`src/rtl/sipq_pkg.sv`:
```
// Shared types and constants for the sorted-insert priority queue.
// Used by the slot memory, the sequencer and the top level; no dependencies.
package sipq_pkg;

  // Queue geometry
  localparam int DEPTH = 16;
  localparam int PRI_W = 8;
  localparam int IDX_W = $clog2(DEPTH);
  localparam int CNT_W = $clog2(DEPTH + 1);

  // Item field widths on the stream ports
  localparam int PRI_FIELD_W = 8;
  localparam int CODE_W      = 32;
  localparam int QTY_W       = 16;
  localparam int COUNT_FIELD_W = 5;

  // Request kinds
  localparam logic REQ_INSERT = 1'b0;
  localparam logic REQ_REMOVE = 1'b1;

  // Result status codes
  typedef enum logic [1:0] {
    ST_DONE  = 2'd0,
    ST_FULL  = 2'd1,
    ST_EMPTY = 2'd2
  } status_t;

  // One stored entry
  typedef struct packed {
    logic [PRI_W-1:0]  pri;
    logic [CODE_W-1:0] code;
    logic [QTY_W-1:0]  qty;
  } entry_t;

  // One request as seen by the sequencer
  typedef struct packed {
    logic   req_type;
    entry_t item;
  } request_t;

  // One result word
  typedef struct packed {
    status_t                  status;
    logic                     out_valid;
    logic [PRI_FIELD_W-1:0]   out_priority;
    logic [CODE_W-1:0]        out_code;
    logic [QTY_W-1:0]         out_quantity;
    logic [COUNT_FIELD_W-1:0] entry_count;
    logic                     is_empty;
    logic                     is_full;
  } result_t;

endpackage

```
`src/rtl/sipq_slot_ram.sv`:
```
// Slot memory of the priority queue: one write port, one read port with
// registered read data. Depends on sipq_pkg for the entry type and depth.
module sipq_slot_ram
  import sipq_pkg::*;
(
  input  logic             clk,
  input  logic             we,
  input  logic [IDX_W-1:0] waddr,
  input  entry_t           wdata,
  input  logic             re,
  input  logic [IDX_W-1:0] raddr,
  output entry_t           rdata
);

  entry_t mem [DEPTH];

  // Write port
  always_ff @(posedge clk) begin
    if (we) begin
      mem[waddr] <= wdata;
    end
  end

  // Registered read port
  always_ff @(posedge clk) begin
    if (re) begin
      rdata <= mem[raddr];
    end
  end

endmodule

```
`src/rtl/sipq_ctrl.sv`:
```
// Sequencer of the priority queue: circular slot buffer with a head pointer,
// backward scan that compares and shifts one entry at a time, one address unit.
// Depends on sipq_pkg and drives sipq_slot_ram.
module sipq_ctrl
  import sipq_pkg::*;
(
  input  logic     clk,
  input  logic     rst,
  input  logic     in_valid,
  output logic     in_ready,
  input  request_t in_req,
  output logic     res_valid,
  input  logic     res_ready,
  output result_t  res
);

  typedef enum logic [2:0] {
    S_IDLE,
    S_READ,
    S_CMP,
    S_WRITE,
    S_POP,
    S_DONE
  } state_t;

  state_t           state;
  logic [CNT_W-1:0] count;
  logic [IDX_W-1:0] head;
  logic [IDX_W-1:0] scan;
  logic [IDX_W-1:0] pos;
  entry_t           item;

  // Memory port signals
  logic             ram_we;
  logic             ram_re;
  logic [IDX_W-1:0] ram_waddr;
  logic [IDX_W-1:0] ram_raddr;
  entry_t           ram_wdata;
  entry_t           ram_rdata;

  // Address unit: logical index to physical slot
  logic [IDX_W-1:0] log_idx;
  logic [IDX_W:0]   phys_sum;
  logic [IDX_W-1:0] phys_addr;

  logic             is_less;
  logic [IDX_W-1:0] head_inc;

  sipq_slot_ram u_ram (
    .clk   (clk),
    .we    (ram_we),
    .waddr (ram_waddr),
    .wdata (ram_wdata),
    .re    (ram_re),
    .raddr (ram_raddr),
    .rdata (ram_rdata)
  );

  // Build a result word from a status, an optional entry and the new count
  function automatic result_t make_res(status_t st, logic vld, entry_t e,
                                       logic [CNT_W-1:0] cnt);
    result_t r;
    r.status       = st;
    r.out_valid    = vld;
    r.out_priority = vld ? PRI_FIELD_W'(e.pri) : '0;
    r.out_code     = vld ? e.code : '0;
    r.out_quantity = vld ? e.qty : '0;
    r.entry_count  = COUNT_FIELD_W'(cnt);
    r.is_empty     = (cnt == '0);
    r.is_full      = (cnt == CNT_W'(DEPTH));
    return r;
  endfunction

  // Wrap the logical index around the head
  assign phys_sum  = {1'b0, head} + {1'b0, log_idx};
  assign phys_addr = (phys_sum >= (IDX_W+1)'(DEPTH)) ?
                     IDX_W'(phys_sum - (IDX_W+1)'(DEPTH)) : IDX_W'(phys_sum);

  // Shared compare: stored entry strictly below the new priority
  assign is_less  = (ram_rdata.pri < item.pri);
  assign head_inc = (head == IDX_W'(DEPTH - 1)) ? '0 : head + 1'b1;

  assign in_ready  = (state == S_IDLE);
  assign res_valid = (state == S_DONE);

  // Memory port control per state
  always_comb begin
    ram_we    = 1'b0;
    ram_re    = 1'b0;
    ram_wdata = item;
    log_idx   = '0;
    unique case (state)
      S_IDLE: begin
        ram_re = in_valid && (in_req.req_type == REQ_REMOVE) && (count != '0);
      end
      S_READ: begin
        log_idx = scan;
        ram_re  = 1'b1;
      end
      S_CMP: begin
        log_idx = scan + 1'b1;
        if (is_less) begin
          ram_we    = 1'b1;
          ram_wdata = ram_rdata;
        end
      end
      S_WRITE: begin
        log_idx = pos;
        ram_we  = 1'b1;
      end
      S_POP, S_DONE: begin
        log_idx = '0;
      end
      default: begin
        log_idx = '0;
      end
    endcase
    ram_waddr = phys_addr;
    ram_raddr = (state == S_IDLE) ? head : phys_addr;
  end

  // Sequencer state and registered result
  always_ff @(posedge clk) begin
    if (rst) begin
      state <= S_IDLE;
      count <= '0;
      head  <= '0;
    end else begin
      unique case (state)
        S_IDLE: begin
          if (in_valid) begin
            item      <= in_req.item;
            if (in_req.req_type == REQ_INSERT) begin
              if (count == CNT_W'(DEPTH)) begin
                res   <= make_res(ST_FULL, 1'b0, in_req.item, count);
                state <= S_DONE;
              end else if (count == '0) begin
                pos   <= '0;
                state <= S_WRITE;
              end else begin
                scan  <= IDX_W'(count - 1'b1);
                state <= S_READ;
              end
            end else begin
              if (count == '0) begin
                res   <= make_res(ST_EMPTY, 1'b0, in_req.item, count);
                state <= S_DONE;
              end else begin
                state <= S_POP;
              end
            end
          end
        end
        S_READ: begin
          state <= S_CMP;
        end
        S_CMP: begin
          // Shift a lower entry back one slot, or stop behind an equal or higher one
          if (is_less) begin
            if (scan == '0) begin
              pos   <= '0;
              state <= S_WRITE;
            end else begin
              scan  <= scan - 1'b1;
              state <= S_READ;
            end
          end else begin
            pos   <= scan + 1'b1;
            state <= S_WRITE;
          end
        end
        S_WRITE: begin
          count <= count + 1'b1;
          res   <= make_res(ST_DONE, 1'b0, item, count + 1'b1);
          state <= S_DONE;
        end
        S_POP: begin
          head  <= head_inc;
          count <= count - 1'b1;
          res   <= make_res(ST_DONE, 1'b1, ram_rdata, count - 1'b1);
          state <= S_DONE;
        end
        S_DONE: begin
          if (res_ready) begin
            state <= S_IDLE;
          end
        end
        default: begin
          state <= S_IDLE;
        end
      endcase
    end
  end

endmodule

```
`src/rtl/sorted_insert_priority_queue.sv`:
```
// Top level of the sorted-insert priority queue: stream ports and output register.
// Depends on sipq_pkg and sipq_ctrl.
//
// Usage:
//   Requests arrive on the s_ group; s_tuser selects insert (0) or remove (1),
//   s_tdata carries the item. Every request yields exactly one word on the m_
//   group with a status, the removed item when there is one, the entry count
//   and the empty and full flags. Equal priorities leave in arrival order.
// Sequencing:
//   A remove reads the head slot on acceptance and pops it in the pop state.
//   An insert scans backward over j entries (at most the count held):
//   each entry costs one read of the slot memory read port and one compare, and
//   a lower entry is moved back one slot in the compare state. A full or empty
//   refusal writes its result directly on acceptance.
//   s_tready is high only while the sequencer waits for a request.
// Reset:
//   rst empties the queue and drops any pending result; slot contents stay.
// Stall:
//   A result waits in the output register while m_tready is low; the next
//   request is still accepted and processed and holds its own result until
//   the register frees up.
module sorted_insert_priority_queue
  import sipq_pkg::*;
(
  input  logic        clk,
  input  logic        rst,
  input  logic        s_tvalid,
  output logic        s_tready,
  // s_tdata: in_priority[7:0], in_code[39:8], in_quantity[55:40]
  input  logic [55:0] s_tdata,
  // s_tuser: req_type[0]
  input  logic [0:0]  s_tuser,
  output logic        m_tvalid,
  input  logic        m_tready,
  // m_tdata: out_priority[7:0], out_code[39:8], out_quantity[55:40],
  //          entry_count[60:56], is_empty[61], is_full[62], zero[63]
  output logic [63:0] m_tdata,
  // m_tuser: status[1:0], out_valid[2]
  output logic [2:0]  m_tuser
);

  request_t in_req;
  logic     res_valid;
  logic     res_ready;
  result_t  res;
  result_t  out_word;

  // Unpack the request word
  assign in_req.req_type  = s_tuser[0];
  assign in_req.item.pri  = PRI_W'(s_tdata[7:0]);
  assign in_req.item.code = s_tdata[39:8];
  assign in_req.item.qty  = s_tdata[55:40];

  sipq_ctrl u_ctrl (
    .clk       (clk),
    .rst       (rst),
    .in_valid  (s_tvalid),
    .in_ready  (s_tready),
    .in_req    (in_req),
    .res_valid (res_valid),
    .res_ready (res_ready),
    .res       (res)
  );

  // Output register: load when empty or being drained
  assign res_ready = !m_tvalid || m_tready;

  always_ff @(posedge clk) begin
    if (rst) begin
      m_tvalid <= 1'b0;
    end else if (res_ready) begin
      m_tvalid <= res_valid;
    end
  end

  always_ff @(posedge clk) begin
    if (res_ready && res_valid) begin
      out_word <= res;
    end
  end

  // Pack the result word
  assign m_tdata = {1'b0, out_word.is_full, out_word.is_empty, out_word.entry_count,
                    out_word.out_quantity, out_word.out_code, out_word.out_priority};
  assign m_tuser = {out_word.out_valid, out_word.status};

endmodule

```
`config.mk`:
```
export PLATFORM = sky130hd
export DESIGN_NAME = sorted_insert_priority_queue
export DESIGN_NICKNAME = d
export VERILOG_FILES = /design/src/rtl/sipq_pkg.sv /design/src/rtl/sipq_slot_ram.sv /design/src/rtl/sipq_ctrl.sv /design/src/rtl/sorted_insert_priority_queue.sv
export SDC_FILE = /design/constraint.sdc
export NUM_CORES = 1
export LEC_CHECK = 0
export BUFFER_PORTS_ARGS = -buffer_cell sky130_fd_sc_hd__buf_4
export CAP_MARGIN = 0
export CORE_MARGIN = 2
export CORE_UTILIZATION = 50
export CTS_BUF_LIST = sky130_fd_sc_hd__clkbuf_16
export DETAILED_ROUTE_END_ITERATION = 16
export GPL_TIMING_DRIVEN = 0
export PLACE_DENSITY = 0.69
export SLEW_MARGIN = 20
export SYNTH_ARGS = -nofsm -noshare
export SYNTH_HDL_FRONTEND = slang
export SYNTH_HIERARCHICAL = 1
export SYNTH_SLANG_ARGS = --single-unit
```
`constraint.sdc`:
```
create_clock -name clk -period 8.29 [get_ports clk]
set_input_delay 1.658 -clock clk [delete_from_list [all_inputs] [get_ports clk]]
set_output_delay 1.658 -clock clk [all_outputs]
set_load 0.01 [all_outputs]
```
# After elaboration in Yosys (flattened, before gate mapping)
# Memory sizes are Yosys's and may differ from the RTL's. A register that Yosys moved wholly into a read port is not among the register bits.
# Index checks and enable logic that the tools add are counted.
# totals
register_bits	209
mem_bits_rw	896
in_bits	61
out_inout_bits	69
n_memories	1
# classes
n_addsub	7
order_cmp	2
n_eq_ne	20
n_mux	40
bitwise_logic	1
n_reduce_logical	20
# mem_list
memory	words	width	read_ports	rd_clocked_by_memory_dff	wr	line	source
u_ctrl.u_ram.mem	16	56	1	1	1	sipq_slot_ram.sv:15	entry_t mem [DEPTH];
# ops
cell	n
two-way mux 66 bit	4
case mux 66 bit (3 select lines)	1
two-way mux 56 bit	2
two-way mux 4 bit	15
case mux 4 bit (2 select lines)	2
== test 5 bit, second input constant	3
logical NOT 5 bit	3
case mux 3 bit (5 select lines)	1
two-way mux 3 bit	4
case mux 4 bit (3 select lines)	1
inequality test 2 bit, second input constant	5
case mux 5 bit (2 select lines)	1
adder 4 x 1 -> 4 bit, second input constant	2
< comparator 8 bit	1
AND reduction 8 bit	1
subtractor 4 x 1 -> 4 bit, second input constant	2
AND reduction 7 bit	1
== test 3 x 2 -> 1 bit, second input constant	2
== test 3 bit, second input constant	2
two-way mux 2 bit	3
inequality test 2 x 1 -> 1 bit, second input constant	3
adder 4 x 4 -> 5 bit	1
adder 5 x 1 -> 5 bit, second input constant	1
>= comparator 5 bit, second input constant	1
other kinds (21)	28

# Depth between registers and ports, before layout
# Gate-level depths: netlist of run 1.
# depth
word_depth	6
mapped_depth	16

# Cells and area by module
# Netlist of run 1, hierarchy kept.
# by_module_without_submodules
mod	n_inst	cells_each	area_per_inst_um2	seq_area_each_um2
sipq_slot_ram	1	1445	35238.8	28587.4
sipq_ctrl	1	475	6560.0	4144.0
sorted_insert_priority_queue	1	73	2048.2	2001.9

# Worst setup path after synthesis of run 1
# Ideal clock, no wire load.
# synth_timing
path_type	input to register
from	input port s_tuser
to	register u_ctrl/res[0] (netlist name)
setup_ns	0.588
arrival_time_ns	6.976
setup_slack_ns	0.726
cell_stages	4
path_buffers	1
path_cell_list	clkbuf_1 -> a211o_1 -> a21oi_1 -> a211oi_1
# synth_via
elab_chain_len	2
# synth_rtl
item	line	source
start, declared	sorted_insert_priority_queue.sv:32	input logic [0:0] s_tuser,
inequality test 3 x 2 -> 1 bit (no line) / inequality test 3 x 1 -> 1 bit (equally long branches)	n/a	
AND reduction 5 bit (no line) *	n/a	
# Every way passes the cells marked *; elsewhere a longest branch is shown, timed or not.
# A chain may end at the register's enable or synchronous reset.

# Worst setup path after layout of run 1
# layout_timing
from	register u_ctrl.state[1]
to	register u_ctrl/u_ram/rdata[5] (netlist name)
# layout_via
elab_chain_len	6
# layout_rtl
item	line	source
start, declared	sipq_ctrl.sv:26	state_t state;
start signal, assigned	sipq_ctrl.sv:125	state <= S_IDLE;
start signal, assigned	sipq_ctrl.sv:136	state <= S_DONE;
start signal, assigned	sipq_ctrl.sv:139	state <= S_WRITE;
== test 3 x 2 -> 1 bit / == test 3 x 1 -> 1 bit (equally long branches)	sipq_ctrl.sv:92	unique case (state)
case mux 4 bit (3 select lines) *	sipq_ctrl.sv:92	
adder 4 x 4 -> 5 bit *	sipq_ctrl.sv:75	assign phys_sum = {1'b0, head} + {1'b0, log_idx};
subtractor 4 x 1 -> 4 bit / >= comparator 5 bit (equally long branches)	sipq_ctrl.sv:77, sipq_ctrl.sv:76	
two-way mux 4 bit *	sipq_ctrl.sv:76	assign phys_addr = (phys_sum >= (IDX_W+1)'(DEPTH)) ?
via u_ctrl.phys_addr[1]	sipq_ctrl.sv:44	logic [IDX_W-1:0] phys_addr;
two-way mux 4 bit *	sipq_ctrl.sv:119	ram_raddr = (state == S_IDLE) ? head : phys_addr;
via u_ctrl.ram_raddr[1]	sipq_ctrl.sv:37	logic [IDX_W-1:0] ram_raddr;
# Mark *: on every way through the listed nets, which the timed path passes. The rest lies on a longest branch.

==> results of run 1 <==
worst paths after layout:
| path | cells after the start | slack (ns) | to |
|---|---|---|---|
| min | 0 | 0.41 | m_tdata[42] |
| max | 13 | 3.33 | u_ctrl/u_ram/rdata[5] |
| min reg2reg | 0 | 0.41 | m_tdata[42] |
| max reg2reg | 13 | 3.33 | u_ctrl/u_ram/rdata[5] |
logic make-up (layout without fill, tap and decap cells):
family	after synthesis	in the layout	synth area share
flops	1161	1161	0.7921
mux	288	288	0.1314
simple gates	225	225	0.02585
compound gates	169	169	0.02785
buf+inv	115	540	0.01418
fa+ha+maj	18	18	0.005308
xor+xnor	16	16	0.003196
other cells	1	4	0.00008552
sequential cells by signal, indices dropped and copies added (netlist names):
name and flops:
u_ctrl/count 5, u_ctrl/pos 4, u_ctrl/u_ram/mem 896, u_ctrl/u_ram/rdata 56
u_ctrl/scan 4, u_ctrl/state 3, m_tvalid 1, u_ctrl/item 56
u_ctrl/res 66, m_tdata 63, m_tuser 3, u_ctrl/head 4
metal layers:
| layer | up-vias | share of wire |
|---|---|---|
| met1 | 11230 | 0.40 |
| li1 | 8966 | - |
| met4 | 0 | 0.022 |
| met2 | 1113 | 0.48 |
| met5 | - | 0 |
| met3 | 151 | 0.096 |
final cells by class:
cell class | count | area (µm²) | area share
plain buffers | 99 | 565.5 | 0.01097
flip-flops and latches | 1161 | 34730 | 0.6736
clock inverters | 95 | 857.1 | 0.01662
well taps | 1155 | 1445 | 0.02803
repair buffers | 218 | 2466 | 0.04783
inverters | 16 | 60.06 | 0.001165
clock buffers | 112 | 2803 | 0.05436
multi-input cells | 717 | 8623 | 0.1672
diodes | 3 | 7.507 | 0.0001456
power breakdown:
part / leakage (nW) / switching [mW] / internal [mW] / total (mW)
sequential: 10.5 / 0.211 / 7.62 / 7.83
clock: 1.86 / 2.15 / 2.87 / 5.02
combinational: 4.26 / 3.27 / 2.44 / 5.70
total: 16.6 / 5.63 / 12.9 / 18.6
through the flow:
step / setup WS, ns / std cells / util
final: 3.328 / 3576 / 0.5934
after CTS: 3.387 / 3572 / 0.5930
after global routing: 3.086 / 3573 / 0.5933
after floorplan: 0.7261 / 1993 / -
after global placement: -3.570 / 3275 / 0.5322
after detailed placement: 3.441 / 3365 / 0.5509
worst reg2reg max path: stages (launching register included):
cell	delay [ns]
dfxtp_1	0.38
buf_2	0.26
clkbuf_1	0.38
nand2_1	0.11
o221a_2	0.26
ha_1	0.23
fa_1	0.77
mux2_2	0.24
buf_4	0.23
buf_2	0.35
clkbuf_1	0.80
mux4_2	0.42
a22oi_1	0.19
nand2_1	0.08
synthesized netlist by cell type, types with 2 or more instances:
cell	instances	share of area
nand2_1	75	0.0064
inv_1	16	0.0014
nand2b_1	4	0.00057
and2_1	60	0.0086
xor2_1	10	0.0020
nand3_1	6	0.00068
nor2b_1	9	0.0013
a21oi_1	19	0.0022
o21ai_0	7	0.00080
nor3_1	13	0.0015
buf_6	19	0.0049
mux2_1	29	0.0074
clkbuf_1	56	0.0048
mux2i_1	4	0.00091
edfxtp_1	1148	0.79
mux2_2	31	0.0080
ha_1	17	0.0049
buf_2	17	0.0019
nor2_1	40	0.0034
a22oi_1	113	0.019
a21oi_2	2	0.00040
a21o_1	2	0.00034
a211oi_1	5	0.00086
mux4_2	224	0.12
buf_4	7	0.0012
o21a_1	2	0.00034
a31oi_1	3	0.00043
xnor2_1	6	0.0012
dfxtp_1	13	0.0059
and3b_1	2	0.00040
o21ai_1	2	0.00023
nand3b_1	3	0.00051
==> qor.yml, run 1 <==
numPortBuffers: 127
critPathKind: "reg2reg"
worst_r2r_startpoint: "u_ctrl/state[1]"
grt_pass1_vias: 21910
row_count: 108
cp_data_arrival_time_ns: 5.39
synthCells: 1993
maxCapViolCount: 0
ctsResizeCount: 0
layout.nets: 2404
crit_required_ns: 8.72
syn-num-nets: 2072
final_cell_mix: "1148 x edfxtp_1, 224 x mux4_2, 174 x buf_4"
grt_usage: 0.2244
setup_viol: 0
ys_types: 61
cts_setup_buffers: 0
drt-total-wl_um: 100200
grt_pass1_wl_um: 145900
start_kind: "flip-flop"
grt_max_degree: 67
synthToLayoutAreaGrowth_pct: 17.59
total_power_mw: 18.56
ys_warn_count: 6
worstPathCellList: "buf_2 -> clkbuf_1 -> nand2_1 -> o221a_2 -> ha_1 -> fa_1 -> mux2_2 -> buf_4 -> buf_2 -> clkbuf_1 -> mux4_2 -> a22oi_1 -> nand2_1"
ys.flop_type: "edfxtp_1"
globalRouteMet3Util: 0.04227
insertion_delay_ns: 0.70
clockBufferDepth: 3
drt.antenna.violating_nets: 0
final_common_cell: "edfxtp_1"
crit_slowest_cell: "clkbuf_1"
whs_ns: 0.4120
vias: 21460
slowest_delay_ns: 0.79
hold_start: "u_ctrl/res[9]"
period_share: 0.5985
cts.hold.buffers_added: 0
cp_max_fo: 10
via_per_inst: 6.001
synth.cell_area_mm2: 0.04385
busiest_layer: "met2"
report.final.slew_viol_count: 0
gr-usage-met1: 0.3187
cts.sinks: 1161
placed_cell_area_mm2: 0.04786
die-area_mm2: 0.09008
finClkSkew_ns: 0.03518
root_buffer: "clkbuf_16"
total_leakage_power_nw: 16.62
syn-mean-instance-area_um2: 22.00
hpwl_um: 64220
io_pins: 130
post-route-drc-count: 0
ys_ff_latch: 1161
end_kind: "flip-flop"
gp_congestion: 0.8128
startpoint: "u_ctrl/state[1]"
fin_setup_tns_ns: 0
fill_cells: 5957
status: "finished, final reports clean"
cts_tree: "yes"
drive_gt1_frac: 0.2924
cp_top_family: "buffers and inverters"
antenna_found_initial: 2
initial_utilization: 0.5046
core_area_mm2: 0.08689
relSlewSlack: 0.3001
fmax_mhz: 201.5
die_y_um: 300.1
drt_iter0_markers: 2517
h-tree-depth: 3
crit_buf_inv: 5
hold_violations: 0
cts_buffers: 112
drt-pass1-iter-count: 5
tightest_slew_ns: 1.050
max-vdd-ir-drop_mv: 0.2282
synth_edf_count: 1148
clk_pin_slew_worst_paths_ns: 0.06
grt.overflow.total: 0
wl_per_cell_um: 28.01
async_flop_share: 0
rsz0062_at_grt: "false"
power_density_mw_per_mm2: 359.9
die_w_um: 300.1
final_area_mm2: 0.05156
worstHoldPathType: "reg2reg"
period_minus_slack_ns: 4.962
seq_area_frac_synth: 0.7921
met2_usage: 0.3596
Power figures use the tool's default switching activity.
==> run 2, diff against run 1 <==
Settings changed: PLACE_DENSITY 0.69 to 0.72.
Clock period 8.29 ns to 4.5 ns, I/O delays scaled along.
==> qor.yml, run 2 (synthesis gave the netlist of run 1 again) <==
drt-total-wl_um: 101100  # +0.97%
drive_gt1_frac: 0.3122  # +0.01982
critPathKind: "reg2reg"
fmax_mhz: 228.4  # +13%
hpwl_um: 63240  # -1.5%
grt_pass1_vias: 22030  # +0.58%
h-tree-depth: 3  # unchanged
drt-pass1-iter-count: 5  # unchanged
drt.antenna.violating_nets: 0  # unchanged
status: "finished, final reports clean"
largest_register_ffs: 896  # unchanged
numPortBuffers: 127  # unchanged
synthToLayoutAreaGrowth_pct: 18.38
die_y_um: 300.1  # unchanged
utilization: 0.5974  # +0.003989
cp_max_fo: 10  # unchanged
row_count: 108  # unchanged
final_cell_mix: "1148 x edfxtp_1, 224 x mux4_2, 154 x buf_4"
hold_violations: 0  # unchanged
period_share: 0.9731  # +0.3746
insertion_delay_ns: 0.69  # about the same
total_power_mw: 34.66  # +87%
io_pins: 130  # unchanged
wl_per_cell_um: 28.32  # +1.1%
cts_buffers: 111  # -0.89%
initial_utilization: 0.5046  # unchanged
gp_congestion: 0.8262  # +1.6%
via_per_inst: 6.073  # +1.2%
grt_max_degree: 67  # unchanged
grt_usage: 0.2259  # +0.001502
layout.nets: 2404  # unchanged
rsz0062_at_grt: "false"
cts_tree: "yes"
cts.hold.buffers_added: 0  # unchanged
start_kind: "flip-flop"
grt_pass1_wl_um: 147200  # +0.86%
maxCapViolCount: 0  # unchanged
total_leakage_power_nw: 16.79  # +1.1%
final_cells: 3572  # -0.11%
whs_ns: 0.3892  # -0.02275 ns
cts.sinks: 1161  # unchanged
report.final.slew_viol_count: 0  # unchanged
max-vdd-ir-drop_mv: 0.5059  # +120%
vias: 21690  # +1.1%
clk_pin_slew_worst_paths_ns: 0.07  # about the same
final_common_cell: "edfxtp_1"
grt.overflow.total: 0  # unchanged
relSlewSlack: 0.2613  # -0.03873
regMostFlops: "u_ctrl/u_ram/mem"
clockBufferDepth: 3  # unchanged
die-area_mm2: 0.09008  # unchanged
drt_iter0_markers: 3022  # +20%
end_kind: "flip-flop"
die_w_um: 300.1  # unchanged
power_density_mw_per_mm2: 667.7  # +86%
antenna_found_initial: 1  # -1
period_minus_slack_ns: 4.379  # -0.5828 ns
place_inst: 3345  # -0.59%
root_buffer: "clkbuf_16"
tightest_slew_ns: 1.108  # +0.05810 ns
core_area_mm2: 0.08689  # unchanged
post-route-drc-count: 0  # unchanged
crit_required_ns: 4.91  # -3.81 ns
finClkSkew_ns: 0.03289  # -0.002293 ns
setup_viol: 0  # unchanged
worstHoldPathType: "in2reg"
cp_data_arrival_time_ns: 4.79  # -0.60 ns
fin_setup_tns_ns: 0  # unchanged
## run 2: path summary, 6_finish.rpt
check	from	endpoint	slack, ns	cells past startpoint
worst max-delay path	u_ctrl/state[1]	u_ctrl/u_ram/rdata[10]	0.12	12
worst min-delay path	s_tdata[24]	u_ctrl/item[32]	0.39	1
worst max register to register	u_ctrl/state[1]	u_ctrl/u_ram/rdata[10]	0.12	12
worst min register to register	u_ctrl/res[35]	m_tdata[20]	0.42	0
## run 2: final cells by class
type                            count  area (µm²)
Timing Repair Buffer              219        2596
Sequential cell                  1161       34730
Buffer                             99       641.9
Multi-Input combinational cell    717        8657
Antenna cell                        2       5.005
Fill cell                        5819       34980
Clock buffer                      113        2828
Tap cell                         1155        1445
Clock inverter                     90       940.9
Inverter                           16       60.06
## run 2: where the power goes
group	total, mW	internal, mW	switching (mW)
Clock	9.58	5.60	3.98
Sequential	14.4	14.0	0.373
Combinational	10.7	4.57	6.10
Total	34.7	24.2	10.4
## run 2: per-layer routing
layer	part of all wire	global-route usage	vias up
met1	0.38	0.3054	11240
met4	0.032	0.08536	0
met5	0	0	-
met3	0.098	0.04075	193
met2	0.49	0.3704	1313
li1	-	-	8949
## run 2: timing repair
item,in CTS,in global routing
endpoints found under the hold margin,0,0
cloned,0,0
buffers inserted,4,17
pin swaps,4,6
gates resized for setup,26,53
endpoints found under the setup margin,224,188
## run 2: through the flow
stage,area [µm²],worst slack [ns]
finish,51910,0.1211
global route,51900,0.01136
CTS,51690,0.04428
detailed placement,47860,-0.5013
global placement,46320,-3.700
floorplan,43930,-0.8152
## run 2: worst max-delay path: stages (launching register included)
cell      delay (ns)
dfxtp_1         0.36
buf_2           0.26
clkbuf_2        0.29
nand2_1         0.08
o221a_2         0.27
ha_1            0.22
fa_2            0.73
mux2_2          0.23
buf_4           0.22
clkbuf_1        0.59
mux4_2          0.43
a22oi_1         0.31
nand2_1         0.10
